==> src/sv/stw_pkg.sv <==
package stw_pkg;

  localparam int unsigned WHEEL_SLOTS = 256;
  localparam int unsigned SLOT_W      = $clog2(WHEEL_SLOTS);
  localparam int unsigned DELAY_W     = 8;
  localparam int unsigned TAG_W       = 32;
  localparam int unsigned ARG_W       = 32;
  localparam int unsigned COUNT_W     = 64;
  localparam int unsigned ENTRY_W     = TAG_W + ARG_W;
  localparam int unsigned QUEUE_DEPTH = 2;
  localparam int unsigned QPTR_W      = $clog2(QUEUE_DEPTH);
  localparam int unsigned QCNT_W      = $clog2(QUEUE_DEPTH + 1);

  typedef enum logic {
    CMD_TICK     = 1'b0,
    CMD_SCHEDULE = 1'b1
  } cmd_t;

  typedef logic [SLOT_W-1:0] slot_t;

  typedef struct packed {
    logic               command;
    logic [DELAY_W-1:0] delay;
    logic [TAG_W-1:0]   event_tag;
    logic [ARG_W-1:0]   event_arg;
  } item_t;

  typedef struct packed {
    logic               accepted;
    logic               fired;
    logic [TAG_W-1:0]   fired_tag;
    logic [ARG_W-1:0]   fired_arg;
    logic [COUNT_W-1:0] tick_count;
  } result_t;

  // Classified operation handed from the front to the back
  typedef struct packed {
    logic             schedule;
    slot_t            slot;
    logic [TAG_W-1:0] tag;
    logic [ARG_W-1:0] arg;
  } op_t;

  typedef struct packed {
    logic full;
    logic empty;
  } q_status_t;

endpackage

==> src/sv/stw_queue.sv <==
module stw_queue import stw_pkg::*; (
  input  logic      clk,
  input  logic      rst,
  input  logic      push,
  input  op_t       push_op,
  input  logic      pop,
  output op_t       head,
  output q_status_t q_stat
);

  op_t               store [QUEUE_DEPTH];
  logic [QPTR_W-1:0] wptr;
  logic [QPTR_W-1:0] rptr;
  logic [QCNT_W-1:0] cnt;

  function automatic logic [QPTR_W-1:0] bump(input logic [QPTR_W-1:0] p);
    return (p == QPTR_W'(QUEUE_DEPTH - 1)) ? '0 : p + 1'b1;
  endfunction

  assign head         = store[rptr];
  assign q_stat.full  = (cnt == QCNT_W'(QUEUE_DEPTH));
  assign q_stat.empty = (cnt == '0);

  always_ff @(posedge clk) begin
    if (push) begin
      store[wptr] <= push_op;
    end
  end

  always_ff @(posedge clk) begin
    if (rst) begin
      wptr <= '0;
      rptr <= '0;
      cnt  <= '0;
    end else begin
      if (push) begin
        wptr <= bump(wptr);
      end
      if (pop) begin
        rptr <= bump(rptr);
      end
      if (push && !pop) begin
        cnt <= cnt + 1'b1;
      end else if (pop && !push) begin
        cnt <= cnt - 1'b1;
      end
    end
  end

endmodule

==> config.mk <==
export PLATFORM = sky130hd
export DESIGN_NAME = stw_queue
export DESIGN_NICKNAME = d
export VERILOG_FILES = /design/src/sv/stw_pkg.sv /design/src/sv/stw_queue.sv
export SDC_FILE = /design/constraint.sdc
export NUM_CORES = 1
export LEC_CHECK = 0
export BUFFER_PORTS_ARGS = -buffer_cell sky130_fd_sc_hd__buf_4
export CORE_UTILIZATION = 52
export CTS_CLUSTER_DIAMETER = 100
export DETAILED_ROUTE_END_ITERATION = 6
export GPL_TIMING_DRIVEN = 0
export PLACE_DENSITY = 0.85
export SYNTH_ARGS = -nofsm -noshare
export SYNTH_HDL_FRONTEND = slang
export SYNTH_SLANG_ARGS = --single-unit
==> constraint.sdc <==
create_clock -name clk -period 5.7 [get_ports clk]
set_clock_uncertainty 0.05 [all_clocks]
set_input_delay 0 -clock clk [delete_from_list [all_inputs] [get_ports clk]]
set_output_delay 0 -clock clk [all_outputs]
set_load 0.01 [all_outputs]
==> flow_summary_export.csv <==
group,metric,value,unit
power_and_ir_drop,irDropWorstVdd,261,uV
global_routing,grt.total_usage,0.212,
timing,period_needed,2.24,ns
critical_path,r2r_slack,3.92,ns
critical_path,endpoint_kind,"register",
synth,ys_warn_count,0,
detailed_routing,viasPerCell,4.88,
finish,diodes,0,
timing,hold_viol_final,0,
run,drv_cap,0,
global_routing,antenna_found_initial,0,
floorplan,core_area,10300,sq um
critical_path,rr_worst_depth,3,
critical_path,crit_fanout,4,
global_routing,grt_pass1_vias,3532,
timing,relSlewSlack,0.559,
timing,whs,0.168,ns
timing,fmax,0.446,GHz
hold_path,hold_depth,2,
finish,postLayoutCellArea,8270,sq um
power_and_ir_drop,power_density,338,nW/um^2
place,place_hpwl,6160,um
synth,ys_ff_latch,151,
floorplan,ios,152,
place,numPortBuffers,151,
floorplan,die_w,105,um
place,placed_area,6880,sq um
clock_network,cts_inserted_buffers,17,
global_routing,gr-total-overflow,0,
detailed_routing,vias,3170,
detailed_routing,drtIter0Drc,134,
critical_path,path_class,"in -> reg",
detailed_routing,drt-total-wl,11100,um
synth,syn-cell-area,5500,sq um
synth,synth_cells,249,
detailed_routing,drcViolationCount,0,
global_routing,grt_pass1_wl,17300,um
place,dp_slack,3.91,ns
status,status,"complete, no violations",
timing,timing.final.max_slew_violations,0,
hold_path,hp-start,"push_op[12]",
clock_network,path_clk_slew,0.06,ns
critical_path,cp.required,6.10,ns
critical_path,arrival,2.64,ns
clock_network,cts_setup_buffers,0,
clock_network,cts.path.max_buffers,2,
timing,setup_ws,3.46,ns
timing,tightestPinTransition,0.660,ns
clock_network,cts_sinks,151,
critical_path,reg2reg_to,"store[0][43]",
clock_network,cts_tree,"done",
clock_network,clockRootBuffer,"clkbuf_8",
global_routing,grt_max_degree,54,
finish,final_layout_size_suffix_gt1_frac,0.523,
critical_path,timing.rr.start,"wptr",
floorplan,dieArea,11000,sq um
synth,synth_nets,327,
detailed_routing,firstDrtPassIters,6,
timing,setup_viol,0,
synth,yosysSeqAreaShare,0.815,
power_and_ir_drop,p_leak,3.17,nW
finish,area_delta_synth_final,50.4,%
clock_network,htreeDepth,4,
finish,fillCellCount,538,
timing,rsz0062_at_grt,"no",
critical_path,setup.worst_path.start_class,"input pin",
synth,yosysUniqueCellTypes,16,
place,gp_congestion,0.711,
detailed_routing,ant_nets,0,
hold_path,hp-class,"in -> reg",
clock_network,worstSkewPairLatency,0.50,ns
hold_path,min_to,"store[0][12]",
floorplan,die_h,105,um
floorplan,num_rows,37,
finish,final_nets,579,
timing,finalCritPeriodShare,0.394,
detailed_routing,wl_per_cell,17.1,um
floorplan,initial_core_util,0.535,
synth,syn-mean-instance-area,22.1,sq um
## cell usage after synthesis
library cell	count	area share
ha_1	1	0.0023
xnor2_1	2	0.0032
and2_1	1	0.0011
buf_6	7	0.014
mux2_2	73	0.15
inv_1	1	0.00068
nor2b_1	1	0.0011
buf_4	1	0.0014
o21ai_0	1	0.00091
xor2_1	2	0.0032
nor2_1	5	0.0034
a21oi_1	1	0.00091
and2b_2	1	0.0016
or3_1	1	0.0011
edfxtp_1	146	0.80
dfxtp_1	5	0.018
## cells by family (layout without fill, tap and decap cells)
family / Yosys count / after routing / synth area share
muxes: 73 / 73 / 0.149
DFF: 151 / 151 / 0.815
AOI/OAI and AO/OA: 2 / 2 / 0.00182
adders and majority gates: 1 / 1 / 0.00227
buffers and inverters: 9 / 274 / 0.0164
and+or+nand+nor: 9 / 9 / 0.00842
xor gates and xnor gates: 4 / 4 / 0.00637
## per-stage QoR
step	cells	total power, mW	util	TNS, ns
2_1_floorplan	249	1.49	-	0
3_3_place_gp	536	1.65	0.662	-3.52
3_5_place_dp	539	1.67	0.670	0
4_1_cts	650	2.80	0.805	0
5_1_grt	650	2.88	0.805	0
6_report	650	2.79	0.805	0
## power by group
group / internal (mW) / total (mW) / switching, mW
Sequential: 1.29 / 1.31 / 0.0190
Clock: 0.684 / 1.10 / 0.415
Combinational: 0.220 / 0.380 / 0.160
## layout make-up
cell class / instances / area, sq um / share of cell area
multi-input combinational: 89 / 936 / 0.113
timing repair buffer: 233 / 1990 / 0.241
clock inverter: 9 / 114 / 0.0138
tap: 136 / 170 / 0.0206
buffer: 8 / 86.3 / 0.0104
inverter: 1 / 3.75 / 0.000454
sequential: 151 / 4480 / 0.542
clock buffer: 23 / 487 / 0.0588
## cells in the final DEF (no fill, tap or decap)
master,netlist,final
buf_12,0,2
clkbuf_1,0,1
a21oi_1,1,1
xnor2_1,2,2
ha_1,1,1
edfxtp_1,146,146
clkinv_2,0,1
bufinv_16,0,2
clkinvlp_4,0,3
nor2b_4,0,1
buf_4,1,152
inv_6,0,2
dfxtp_1,5,5
and2b_2,1,1
clkbuf_16,0,16
buf_6,7,7
clkinv_4,0,1
dlygate4sd3_1,0,79
mux2_2,73,73
clkbuf_8,0,6
inv_1,1,1
or3_1,1,1
and2_4,0,1
buf_16,0,1
o21ai_0,1,1
nor2_1,5,5
xor2_1,2,2
## worst max-delay path, cell delays in order
cell and delay [ns]:
dlygate4sd3_1 0.54, buf_4 0.16, ha_1 0.29, dlygate4sd3_1 0.60, or3_1 0.37, a21oi_1 0.14
dlygate4sd3_1 0.55
## state kept, by name, summed over array words and instances, names as in the netlist, named ones only
| register | flops |
|---|---|
| wptr | 1 |
| store | 146 |
| rptr | 1 |
| cnt | 2 |
## metal layers
layer / vias up / track usage / share of wire
li1: 1484 / - / -
met1: 1564 / 0.230 / 0.38
met2: 106 / 0.392 / 0.56
met3: 16 / 0.0593 / 0.042
met4: 0 / 0.0825 / 0.015
met5: - / 0 / 0
## repair_timing
action	in CTS	in global routing
hold endpoints to repair	171	0
hold buffers	79	0
gates resized for setup	0	0
## how the worst max path moves through the flow
stage,from,to,cells after the start
2_1_floorplan,wptr,store[0][0],1
3_3_place_gp,wptr,store[0][59],1
3_5_place_dp,wptr,store[0][43],3
4_1_cts,push,cnt[1],7
5_1_grt,push,cnt[1],7
6_report,push,cnt[1],7
(Power assumes the default switching activity.)
