$ cat src/sv/stw_pkg.sv
package stw_pkg;

  localparam int unsigned WHEEL_SLOTS = 256;
  localparam int unsigned SLOT_W      = $clog2(WHEEL_SLOTS);
  localparam int unsigned DELAY_W     = 8;
  localparam int unsigned TAG_W       = 32;
  localparam int unsigned ARG_W       = 32;
  localparam int unsigned COUNT_W     = 64;
  localparam int unsigned ENTRY_W     = TAG_W + ARG_W;
  localparam int unsigned QUEUE_DEPTH = 2;
  localparam int unsigned QPTR_W      = $clog2(QUEUE_DEPTH);
  localparam int unsigned QCNT_W      = $clog2(QUEUE_DEPTH + 1);

  typedef enum logic {
    CMD_TICK     = 1'b0,
    CMD_SCHEDULE = 1'b1
  } cmd_t;

  typedef logic [SLOT_W-1:0] slot_t;

  typedef struct packed {
    logic               command;
    logic [DELAY_W-1:0] delay;
    logic [TAG_W-1:0]   event_tag;
    logic [ARG_W-1:0]   event_arg;
  } item_t;

  typedef struct packed {
    logic               accepted;
    logic               fired;
    logic [TAG_W-1:0]   fired_tag;
    logic [ARG_W-1:0]   fired_arg;
    logic [COUNT_W-1:0] tick_count;
  } result_t;

  // Classified operation handed from the front to the back
  typedef struct packed {
    logic             schedule;
    slot_t            slot;
    logic [TAG_W-1:0] tag;
    logic [ARG_W-1:0] arg;
  } op_t;

  typedef struct packed {
    logic full;
    logic empty;
  } q_status_t;

endpackage

$ cat src/sv/stw_front.sv
module stw_front import stw_pkg::*; (
  input  logic      clk,
  input  logic      rst,
  input  logic      item_valid,
  output logic      item_ready,
  input  item_t     item,
  input  q_status_t q_stat,
  output logic      push,
  output op_t       op
);

  slot_t pos;
  slot_t pos_next;
  slot_t delay_slot;
  logic  is_sched;

  // Reduce the delay modulo the wheel size by restoring subtraction
  function automatic slot_t reduce_delay(input logic [DELAY_W-1:0] d);
    logic [DELAY_W-1:0] r;
    r = d;
    for (int k = DELAY_W; k >= 0; k--) begin
      if (32'(r) >= (WHEEL_SLOTS << k)) begin
        r = r - DELAY_W'(WHEEL_SLOTS << k);
      end
    end
    return slot_t'(r);
  endfunction

  function automatic slot_t add_slot(input slot_t a, input slot_t b);
    logic [SLOT_W:0] sum;
    sum = {1'b0, a} + {1'b0, b};
    if (32'(sum) >= WHEEL_SLOTS) begin
      sum = sum - (SLOT_W + 1)'(WHEEL_SLOTS);
    end
    return sum[SLOT_W-1:0];
  endfunction

  assign item_ready = !q_stat.full;
  assign push       = item_valid && item_ready;
  assign is_sched   = (item.command == CMD_SCHEDULE);

  always_comb begin
    delay_slot  = reduce_delay(item.delay);
    op.schedule = is_sched;
    op.slot     = is_sched ? add_slot(pos, delay_slot) : pos;
    op.tag      = item.event_tag;
    op.arg      = item.event_arg;
  end

  // Track the current slot; every tick goes through here in order
  always_comb begin
    pos_next = pos;
    if (push && !is_sched) begin
      pos_next = (pos == SLOT_W'(WHEEL_SLOTS - 1)) ? '0 : pos + 1'b1;
    end
  end

  always_ff @(posedge clk) begin
    if (rst) begin
      pos <= '0;
    end else begin
      pos <= pos_next;
    end
  end

endmodule

$ cat config.mk
export PLATFORM = sky130hd
export DESIGN_NAME = stw_front
export DESIGN_NICKNAME = d
export VERILOG_FILES = /design/src/sv/stw_pkg.sv /design/src/sv/stw_front.sv
export SDC_FILE = /design/constraint.sdc
export NUM_CORES = 1
export LEC_CHECK = 0
export BUFFER_PORTS_ARGS = -buffer_cell sky130_fd_sc_hd__buf_2
export CAP_MARGIN = 20
export CORE_MARGIN = 1
export CORE_UTILIZATION = 34
export CTS_CLUSTER_DIAMETER = 80
export DETAILED_ROUTE_END_ITERATION = 7
export PLACE_DENSITY_LB_ADDON = 0.1
export SETUP_SLACK_MARGIN = 0.2
export SLEW_MARGIN = 20
export SYNTH_ARGS = -nofsm -noshare
export SYNTH_HDL_FRONTEND = slang
export SYNTH_SLANG_ARGS = --single-unit
$ cat constraint.sdc
create_clock -name clk -period 2.5 [get_ports clk]
set_input_delay 0.5 -clock clk [delete_from_list [all_inputs] [get_ports clk]]
set_output_delay 0.5 -clock clk [all_outputs]
set_load 0.02 [all_outputs]
==> results.cfg, run 1 <==
[grt]
antenna_found_initial = 0
grt_pass1_wl_um = 4650
grt_usage_pct = 14.6
grt_max_degree = 9
grt_overflow = 0
grt_pass1_vias = 978

[place]
dpl.cell_count = 185
port_buffers = 23
hpwl_um = 2400
gp_congestion = 0.735

[final_layout]
num-nets-final = 233
regMostFlops = pos
top_regs = pos (8)
largest_register_ffs = 8
fin_cells = 192
finalCoreUtilization_pct = 36.1
fillers = 418
layout-drive-gt1-share_pct = 45.8
areaGrowthSynthToFinish_pct = 0.957
antenna_cells = 0

[yosys]
synth_top_cells_by_count = buf_4, nor2_1, dfxtp_1, ha_1
ys_seq_area_share_pct = 12.2
syn_area_mm2 = 0.00131
synth-main-ff-cell = dfxtp_1
synth.largest_area_cell = buf_4
syn_inst = 166
ys_async_sr_fraction_pct = 0
yosysMostFrequentCell = buf_4
synth_top_area_share_pct = 37.3
synth_edf_count = 0
post_synth.cell_area_avg_um2 = 7.88
yosys_register_bits = 8
yosysWarnings = 0
syn_nets = 253
ys_types = 37
synthTopCellsByArea = buf_4, dfxtp_1, ha_1, nor2_1, a21o_1

[routing]
drc = 0
wl_per_cell_um = 15.6
avgViaCountPerCell = 5.05
drt-initial-drc-count = 11
vias = 970
drtAntennaViolNets = 0
totalWireLength_um = 3000
drtPass1Iterations = 4

[timing]
rsz0062_at_grt = true
layout_min_cycle_time_ns = 2.52
setup_slack_ns = -0.0156
final_max_slew_viol_count = 0
finalSetupViolations = 1
hold_violations = 0
fin_crit_sh_pct = 101
worstMarginPinSlew_ns = 0.332
clock_skew_ns = 0.00330
fmax_mhz = 398
max_slew_margin_pct = 77.9

[clock_tree]
cts_max_path_buffers = 2
root_buffer = clkbuf_8
numCtsBuffers = 3
cts.clk_slew.worst_paths_ns = 0.04
cts_tree = done
cts_max_level = 1
clock_sinks = 8
clock_latency_ns = 0.23

[worst_setup_path]
required_ns = 2.00
start_kind = input pin
arrival_ns = 2.02
critical_path_class = input pin to output pin
path_max_fanout = 2
endpoint_kind = output pin

[status]
status = complete, but fails checks
failed_checks = negative setup slack

[power_and_ir_drop]
leakagePower_nw = 0.603
worst_ir_drop_vdd_v = 0.000213
cellPowerDensity_mw_per_mm2 = 309

[floorplanning]
ioPinCount = 153
fp.dieW_um = 64.0
die_area_mm2 = 0.00410
die_h_um = 64.0
core_region_area_mm2 = 0.00366
rows = 22
initial_utilization_pct = 35.7

[min_path]
hold_class = input pin to register

[flow_run]
max-cap-violations = 0
==> cells in the final DEF, fill, tap and decap left out, types with 5 or more instances in the layout <==
cell type	count
buf_4	19
buf_2	15
nor2_1	12
buf_6	7
nand2_1	6
a21oi_1	6
dfxtp_1	6
inv_1	5
a21o_1	5
==> power breakdown <==
part,total (mW),leakage (nW),internal (mW),switching (mW)
logic,0.118,0.516,0.0580,0.0601
clock network,0.159,0.0216,0.105,0.0544
registers,0.130,0.0655,0.129,0.00104
total,0.407,0.603,0.292,0.115
==> through the flow <==
stage	hold slack [ns]	setup TNS [ns]	setup WS, ns	instance area, µm²	total power [mW]
after floorplan	0.483	0	0.195	1320	0.340
after global placement	0.554	-0.342	-0.148	1100	0.230
after detailed placement	0.557	-0.349	-0.154	1100	0.230
after CTS	0.522	-0.135	-0.100	1240	0.406
after global routing	0.530	-0.169	-0.0984	1320	0.435
final	0.528	-0.0156	-0.0156	1320	0.407
==> final cells by class <==
class | count | area (µm²) | area share, %
flip-flops and latches | 8 | 163 | 12.3
clock buffers | 3 | 41.3 | 3.13
inverters | 6 | 22.5 | 1.71
well taps | 48 | 60.1 | 4.55
multi-input cells | 86 | 737 | 55.8
repair buffers | 41 | 297 | 22.5
==> final timing paths <==
check             startpoint     end  slack (ns)  cells after the start
hold / removal           rst  pos[1]        0.53                      2
setup / recovery    item[64]  op[70]       -0.02                     10
setup reg to reg      pos[0]  pos[0]        1.09                      6
hold reg to reg       pos[7]  pos[7]        0.55                      2
==> routing by layer <==
layer  vias up  GRT usage, %  wire (µm)
li1        453             -          -
met1       435          14.6       1080
met2        58          24.5       1460
met3        24          7.14        320
met4         0          8.52        138
met5         -             0          0
==> worst max-delay path: stages <==
cell,delay (ns)
buf_6,0.10
ha_4,0.15
inv_2,0.05
fa_2,0.23
nor2b_4,0.05
o31a_1,0.27
o21ai_2,0.14
mux2i_1,0.25
o221ai_2,0.12
buf_4,0.17
==> cell families (layout without fill, tap and decap cells) <==
| family | Yosys count | count (layout) | share of synthesized area [%] |
|---|---|---|---|
| AOI/OAI and AO/OA | 27 | 27 | 14.4 |
| xor gates and xnor gates | 7 | 7 | 4.69 |
| adders and majority gates | 9 | 9 | 9.19 |
| buffers and inverters | 72 | 50 | 39.4 |
| DFF | 8 | 8 | 12.2 |
| muxes | 5 | 5 | 4.11 |
| and+or+nand+nor | 38 | 38 | 16.0 |
==> what timing repair did <==
| action | CTS | global route |
|---|---|---|
| setup buffers | 1 | 3 |
| endpoints found under the setup margin | 6 | 6 |
| resized for setup | 19 | 14 |
| hold buffers | 0 | 0 |
| pin swaps | 8 | 10 |
Power figures use the tool's default switching activity.
==> inputs of run 2 (changes only) <==
--- a/config.mk
+++ b/config.mk
@@ -5,6 +5,8 @@
 export SDC_FILE = /design/constraint.sdc
 export NUM_CORES = 1
 export LEC_CHECK = 0
+export ABC_AREA = 1
+export ABC_CLOCK_PERIOD_IN_PS = 2350
 export BUFFER_PORTS_ARGS = -buffer_cell sky130_fd_sc_hd__buf_2
 export CAP_MARGIN = 20
 export CORE_MARGIN = 1
==> constraint.sdc (replaced) <==
create_clock -name clk -period 2.35 [get_ports clk]
set_input_delay 0.47 -clock clk [delete_from_list [all_inputs] [get_ports clk]]
set_output_delay 0.47 -clock clk [all_outputs]
set_load 0.02 [all_outputs]
==> results.cfg, run 2 <==
[power_and_ir_drop]
power.switching_uw = 116
swShare_pct = 28.3
p_clk_share_pct = 39.2
cellPowerDensity_mw_per_mm2 = 348
p_comb_share_pct = 26.7
seq_power_share_pct = 34.0
leakagePower_nw = 0.592
p_int_uw = 294
worst_ir_drop_vdd_v = 0.000165

[worst_setup_path]
start_kind = register
r2r-start = pos[0]
path_max_fanout = 4
r2r_slack_ns = 0.94
rr_worst_depth = 7
slowest_delay_ns = 0.35
endpoint_kind = output pin
r2r_end = pos[3]
required_ns = 1.88
critical_path_class = register to output pin
startpoint = pos[0]
slowest_stage = dfxtp_2
crit_chain = ha_4 -> inv_2 -> fa_2 -> inv_2 -> nand3_2 -> nand3_2 -> nand2_1 -> nand3_1 -> nand3_1 -> nand2_1 -> buf_6
arrival_ns = 1.70

[routing]
drc = 0
drtAntennaViolNets = 0
vias = 1021
totalWireLength_um = 2930
drt-initial-drc-count = 29
wl_per_cell_um = 13.6
drtPass1Iterations = 4
avgViaCountPerCell = 4.73

[yosys]
syn_area_mm2 = 0.00134
synthTopCellsByArea = buf_4, nand2_1, dfxtp_1, ha_1, inv_1
synth-main-ff-cell = dfxtp_1
post_synth.cell_area_avg_um2 = 6.62
syn_inst = 202
ys_async_sr_fraction_pct = 0
synth_top_cells_by_count = buf_4, nand2_1, inv_1
synth.largest_area_cell = buf_4
ys_seq_area_share_pct = 12.0
syn_nets = 289
ys_types = 23
synth_edf_count = 0
synth_top_area_share_pct = 36.5
yosysWarnings = 0
yosysMostFrequentCell = buf_4
yosys_register_bits = 8

[final_layout]
regMostFlops = pos
num-nets-final = 257
most-common-layout-cells = nand2_1, inv_1, buf_2
layout-drive-gt1-share_pct = 29.2
top_regs = pos (8)
largest_register_ffs = 8
layout_commonest_cell = nand2_1
antenna_cells = 0
design_area_mm2 = 0.00118
areaGrowthSynthToFinish_pct = -11.7

[place]
port_buffers = 23
place_area_mm2 = 0.00105
dp_slack_ns = 0.0114
hpwl_um = 2450
gp_congestion = 0.760

[timing]
final_max_slew_viol_count = 0
fmax_mhz = 462
max_slew_margin_pct = 81.6
setup_slack_ns = 0.185
worstMarginPinSlew_ns = 0.273
finalSetupViolations = 0
fin_tns_setup_ns = 0
fin_crit_sh_pct = 92.1
layout_min_cycle_time_ns = 2.17
clock_skew_ns = 0.00291
hold_violations = 0
rsz0062_at_grt = true

[min_path]
worstHoldStart = rst
hold_class = input pin to register
hold_depth = 2
hold-path-endpoint = pos[0]

[grt]
grt_max_degree = 12
grt_usage_pct = 14.2
grt_pass1_vias = 1042
grt_overflow = 0
antenna_found_initial = 0
grt_pass1_wl_um = 4650

[clock_tree]
numCtsBuffers = 3
clock_sinks = 8
cts_hold_buf = 0
root_buffer = clkbuf_8
cts.clk_slew.worst_paths_ns = 0.04
cts_tree = done
clock_latency_ns = 0.22
cts_max_level = 1
cts_max_path_buffers = 2

[floorplanning]
initial_utilization_pct = 36.0
fp.dieW_um = 64.7
ioPinCount = 153
die_h_um = 64.7
rows = 22
die_area_mm2 = 0.00419
core_region_area_mm2 = 0.00372

[flow_run]
max-cap-violations = 0

[status]
status = finished, final reports clean
==> run 2: cell types whose count changed after synthesis, moves of 3 or more <==
| cell | delta |
|---|---|
| a21o_1 | -5 |
| xnor2_1 | -4 |
| nand3b_1 | +4 |
| mux2_2 | -3 |
| inv_1 | +15 |
| nand3_1 | +9 |
| nand2_1 | +37 |
==> run 2: metrics by stage <==
step	std cells	hold slack, ns	utilization, %	total power [mW]
finish	216	0.466	31.8	0.410
detailed placement	212	0.500	28.3	0.240
floorplan	202	0.480	-	0.364
CTS	215	0.463	30.5	0.412
global route	216	0.480	31.8	0.432
global placement	212	0.498	28.3	0.240
==> run 2: cell families (layout without fill, tap and decap cells) <==
logic type / count (synthesis) / in the layout / synth area share, %
and+or+nand+nor: 78 / 78 / 27.0
adders and majority gates: 9 / 9 / 8.98
xor gates and xnor gates: 3 / 3 / 1.96
DFF: 8 / 8 / 12.0
AOI/OAI and AO/OA: 16 / 16 / 6.17
buffers and inverters: 88 / 54 / 43.9
==> run 2: area by class of cell <==
cell class / instances / area (µm²)
inverter: 22 / 87.6
fill: 421 / 2530
multi-input combinational: 106 / 649
clock buffer: 3 / 41.3
tap: 48 / 60.1
timing repair buffer: 29 / 180
sequential: 8 / 163
==> run 2: worst max path at each step <==
| stage | end | slack [ns] | depth (start not counted) |
|---|---|---|---|
| floorplan | op[68] | 0.22 | 8 |
| global placement | op[70] | 0.01 | 12 |
| detailed placement | op[70] | 0.01 | 12 |
| CTS | op[70] | 0.16 | 11 |
| global route | op[70] | 0.09 | 11 |
| finish | op[70] | 0.18 | 11 |
==> run 2: metal layers <==
metal  up-vias  track usage (%)  wire (µm)
met5         -                0          0
met4         0             12.2        221
met3        38             4.58        267
met2        50             23.3       1310
met1       429             14.5       1130
li1        504                -          -
==> run 2: power groups by stage <==
stage	clock network, mW	registers (mW)	logic, mW
3_3_place_gp	0	0.141	0.0988
5_1_grt	0.170	0.140	0.123
2_1_floorplan	0	0.142	0.221
6_report	0.161	0.140	0.110
4_1_cts	0.167	0.140	0.105
3_5_place_dp	0	0.141	0.0991
==> run 2: critical path: cells and delay by family, from the launching register on <==
| family | cells | cell delay, ns |
|---|---|---|
| buffers and inverters | 3 | 0.24 |
| AND/OR/NAND/NOR | 6 | 0.43 |
| adder cells (fa/ha/maj) | 2 | 0.46 |
| flip-flops | 1 | 0.35 |
==> run 2: timing repair <==
item                                    in CTS  in global routing
pin swaps                                    2                  3
endpoints found under the setup margin       4                  5
setup buffers                                0                  1
resized for setup                           14                  7
==> inputs of run 3 (changes only) <==
--- a/config.mk
+++ b/config.mk
@@ -6,7 +6,6 @@
 export NUM_CORES = 1
 export LEC_CHECK = 0
 export ABC_AREA = 1
-export ABC_CLOCK_PERIOD_IN_PS = 2350
 export BUFFER_PORTS_ARGS = -buffer_cell sky130_fd_sc_hd__buf_2
 export CAP_MARGIN = 20
 export CORE_MARGIN = 1
@@ -14,6 +13,7 @@
 export CTS_CLUSTER_DIAMETER = 80
 export DETAILED_ROUTE_END_ITERATION = 7
 export PLACE_DENSITY_LB_ADDON = 0.1
+export RECOVER_POWER = 100
 export SETUP_SLACK_MARGIN = 0.2
 export SLEW_MARGIN = 20
 export SYNTH_ARGS = -nofsm -noshare
==> results.cfg, run 3 (synthesis gave the netlist of run 2 again) <==
[status]
status = finished, final reports clean

[timing]
fin_crit_sh_pct = 93.5
hold_violations = 0
fmax_mhz = 455
fin_tns_setup_ns = 0
finalSetupViolations = 0
max_slew_margin_pct = 56.1
layout_min_cycle_time_ns = 2.20
rsz0062_at_grt = true
clock_skew_ns = 0.00284
final_max_slew_viol_count = 0
worstMarginPinSlew_ns = 0.659

[grt]
antenna_found_initial = 0
grt_usage_pct = 14.2
grt_max_degree = 12
grt_overflow = 0
grt_pass1_vias = 1042
grt_pass1_wl_um = 4650

[worst_setup_path]
critical_path_class = input pin to output pin
path_common_cell = nand2_1
start_kind = input pin
cp.buffers_inverters = 2
required_ns = 1.88
path_max_fanout = 3
crit_chain = buf_2 -> ha_1 -> or2_4 -> and2_1 -> nand2_1 -> nand2_1 -> o22ai_1 -> clkbuf_2
endpoint_kind = output pin
r2r_slack_ns = 0.94
rr_worst_depth = 7
slowest_stage = ha_1
crit_family = simple AND/OR/NAND/NOR gates
r2r_end = pos[3]
slowest_delay_ns = 0.30
arrival_ns = 1.73
r2r-start = pos[0]

[power_and_ir_drop]
cellPowerDensity_mw_per_mm2 = 351
leakagePower_nw = 0.563
worst_ir_drop_vdd_v = 0.000165

[final_layout]
layout_commonest_cell = nand2_1
num-nets-final = 257
top_regs = pos (8)
most-common-layout-cells = nand2_1, inv_1, nor2_1
layout-drive-gt1-share_pct = 23.8
design_area_mm2 = 0.00115
multi_input_area_um2 = 637
fillers = 428
seq_area_um2 = 163
regMostFlops = pos
antenna_cells = 0
areaGrowthSynthToFinish_pct = -13.9
largest_register_ffs = 8

[floorplanning]
fp.dieW_um = 64.7
core_region_area_mm2 = 0.00372
initial_utilization_pct = 36.0
ioPinCount = 153
die_area_mm2 = 0.00419
rows = 22
die_h_um = 64.7

[place]
place_area_mm2 = 0.00105
gp_congestion = 0.760
port_buffers = 23
hpwl_um = 2450

[clock_tree]
clock_latency_ns = 0.22
cts.clk_slew.worst_paths_ns = 0.04
cts_max_path_buffers = 2
clock_sinks = 8
numCtsBuffers = 3
cts_tree = done
cts_max_level = 1
root_buffer = clkbuf_8

[min_path]
hold-path-endpoint = pos[0]
worstHoldStart = rst
hold_class = input pin to register
hold_depth = 2

[routing]
drc = 0
totalWireLength_um = 2940
vias = 1023
drtPass1Iterations = 4
drtAntennaViolNets = 0
avgViaCountPerCell = 4.74
drt-initial-drc-count = 26
wl_per_cell_um = 13.6

[flow_run]
max-cap-violations = 0
## run 3: changes by cell type in the layout (fill, tap and decap cells not counted)
cell and delta:
clkbuf_1 +8, buf_2 -7, buf_4 -3, clkbuf_2 +2
nand3_1 +1, nand3_4 -1, o21ai_0 +1, o21ai_1 -1
## run 3: timing repair
| action | in CTS | in global routing |
|---|---|---|
| endpoints found under the setup margin | 4 | 5 |
| buffers inserted | 0 | 1 |
| resized for setup | 14 | 7 |
| endpoints found under the hold margin | 0 | 0 |
| hold buffers | 0 | 0 |
| pin swaps | 2 | 3 |
## run 3: metal layers
metal  wire (µm)  GRT usage (%)  vias to the layer above
met2        1300           23.3                       50
met5           0              0                        -
li1            -              -                      503
met3         266           4.58                       38
met4         221           12.2                        0
met1        1140           14.5                      432
## run 3: worst reg2reg max path: stages (launching register included)
cell and delay [ns]:
dfxtp_2 0.34, buf_4 0.13, ha_1 0.17, nand2_1 0.09
nor2_1 0.09, nand3b_1 0.11, o21ai_0 0.27, nor2_1 0.08
## run 3: how the worst max path moves through the flow
stage,depth (start not counted),endpoint,startpoint
finish,8,op[67],item[66]
global route,8,op[67],item[66]
CTS,11,op[70],pos[0]
detailed placement,12,op[70],item[64]
global placement,12,op[70],item[64]
floorplan,8,op[68],item[64]
## run 3: power by group
part	switching (mW)	internal, mW	leakage, nW
clock network	0.0503	0.111	0.0216
logic	0.0632	0.0404	0.476
registers	0.00128	0.138	0.0656
total	0.115	0.289	0.563
## run 3: layout make-up
cell class              instances  area share [%]
clock buffers                   3            3.59
inverters                      22            7.61
multi-input cells             106            55.3
flip-flops and latches          8            14.1
well taps                      48            5.22
repair buffers                 29            14.1
## run 3: stage by stage
step	hold slack (ns)	power (mW)	setup WS, ns	instances	utilization, %
2_1_floorplan	0.480	0.364	0.222	202	-
3_3_place_gp	0.498	0.240	0.0105	212	28.3
3_5_place_dp	0.500	0.240	0.0114	212	28.3
4_1_cts	0.463	0.412	0.160	215	30.5
5_1_grt	0.480	0.427	0.0497	216	31.0
6_report	0.466	0.404	0.153	216	31.0
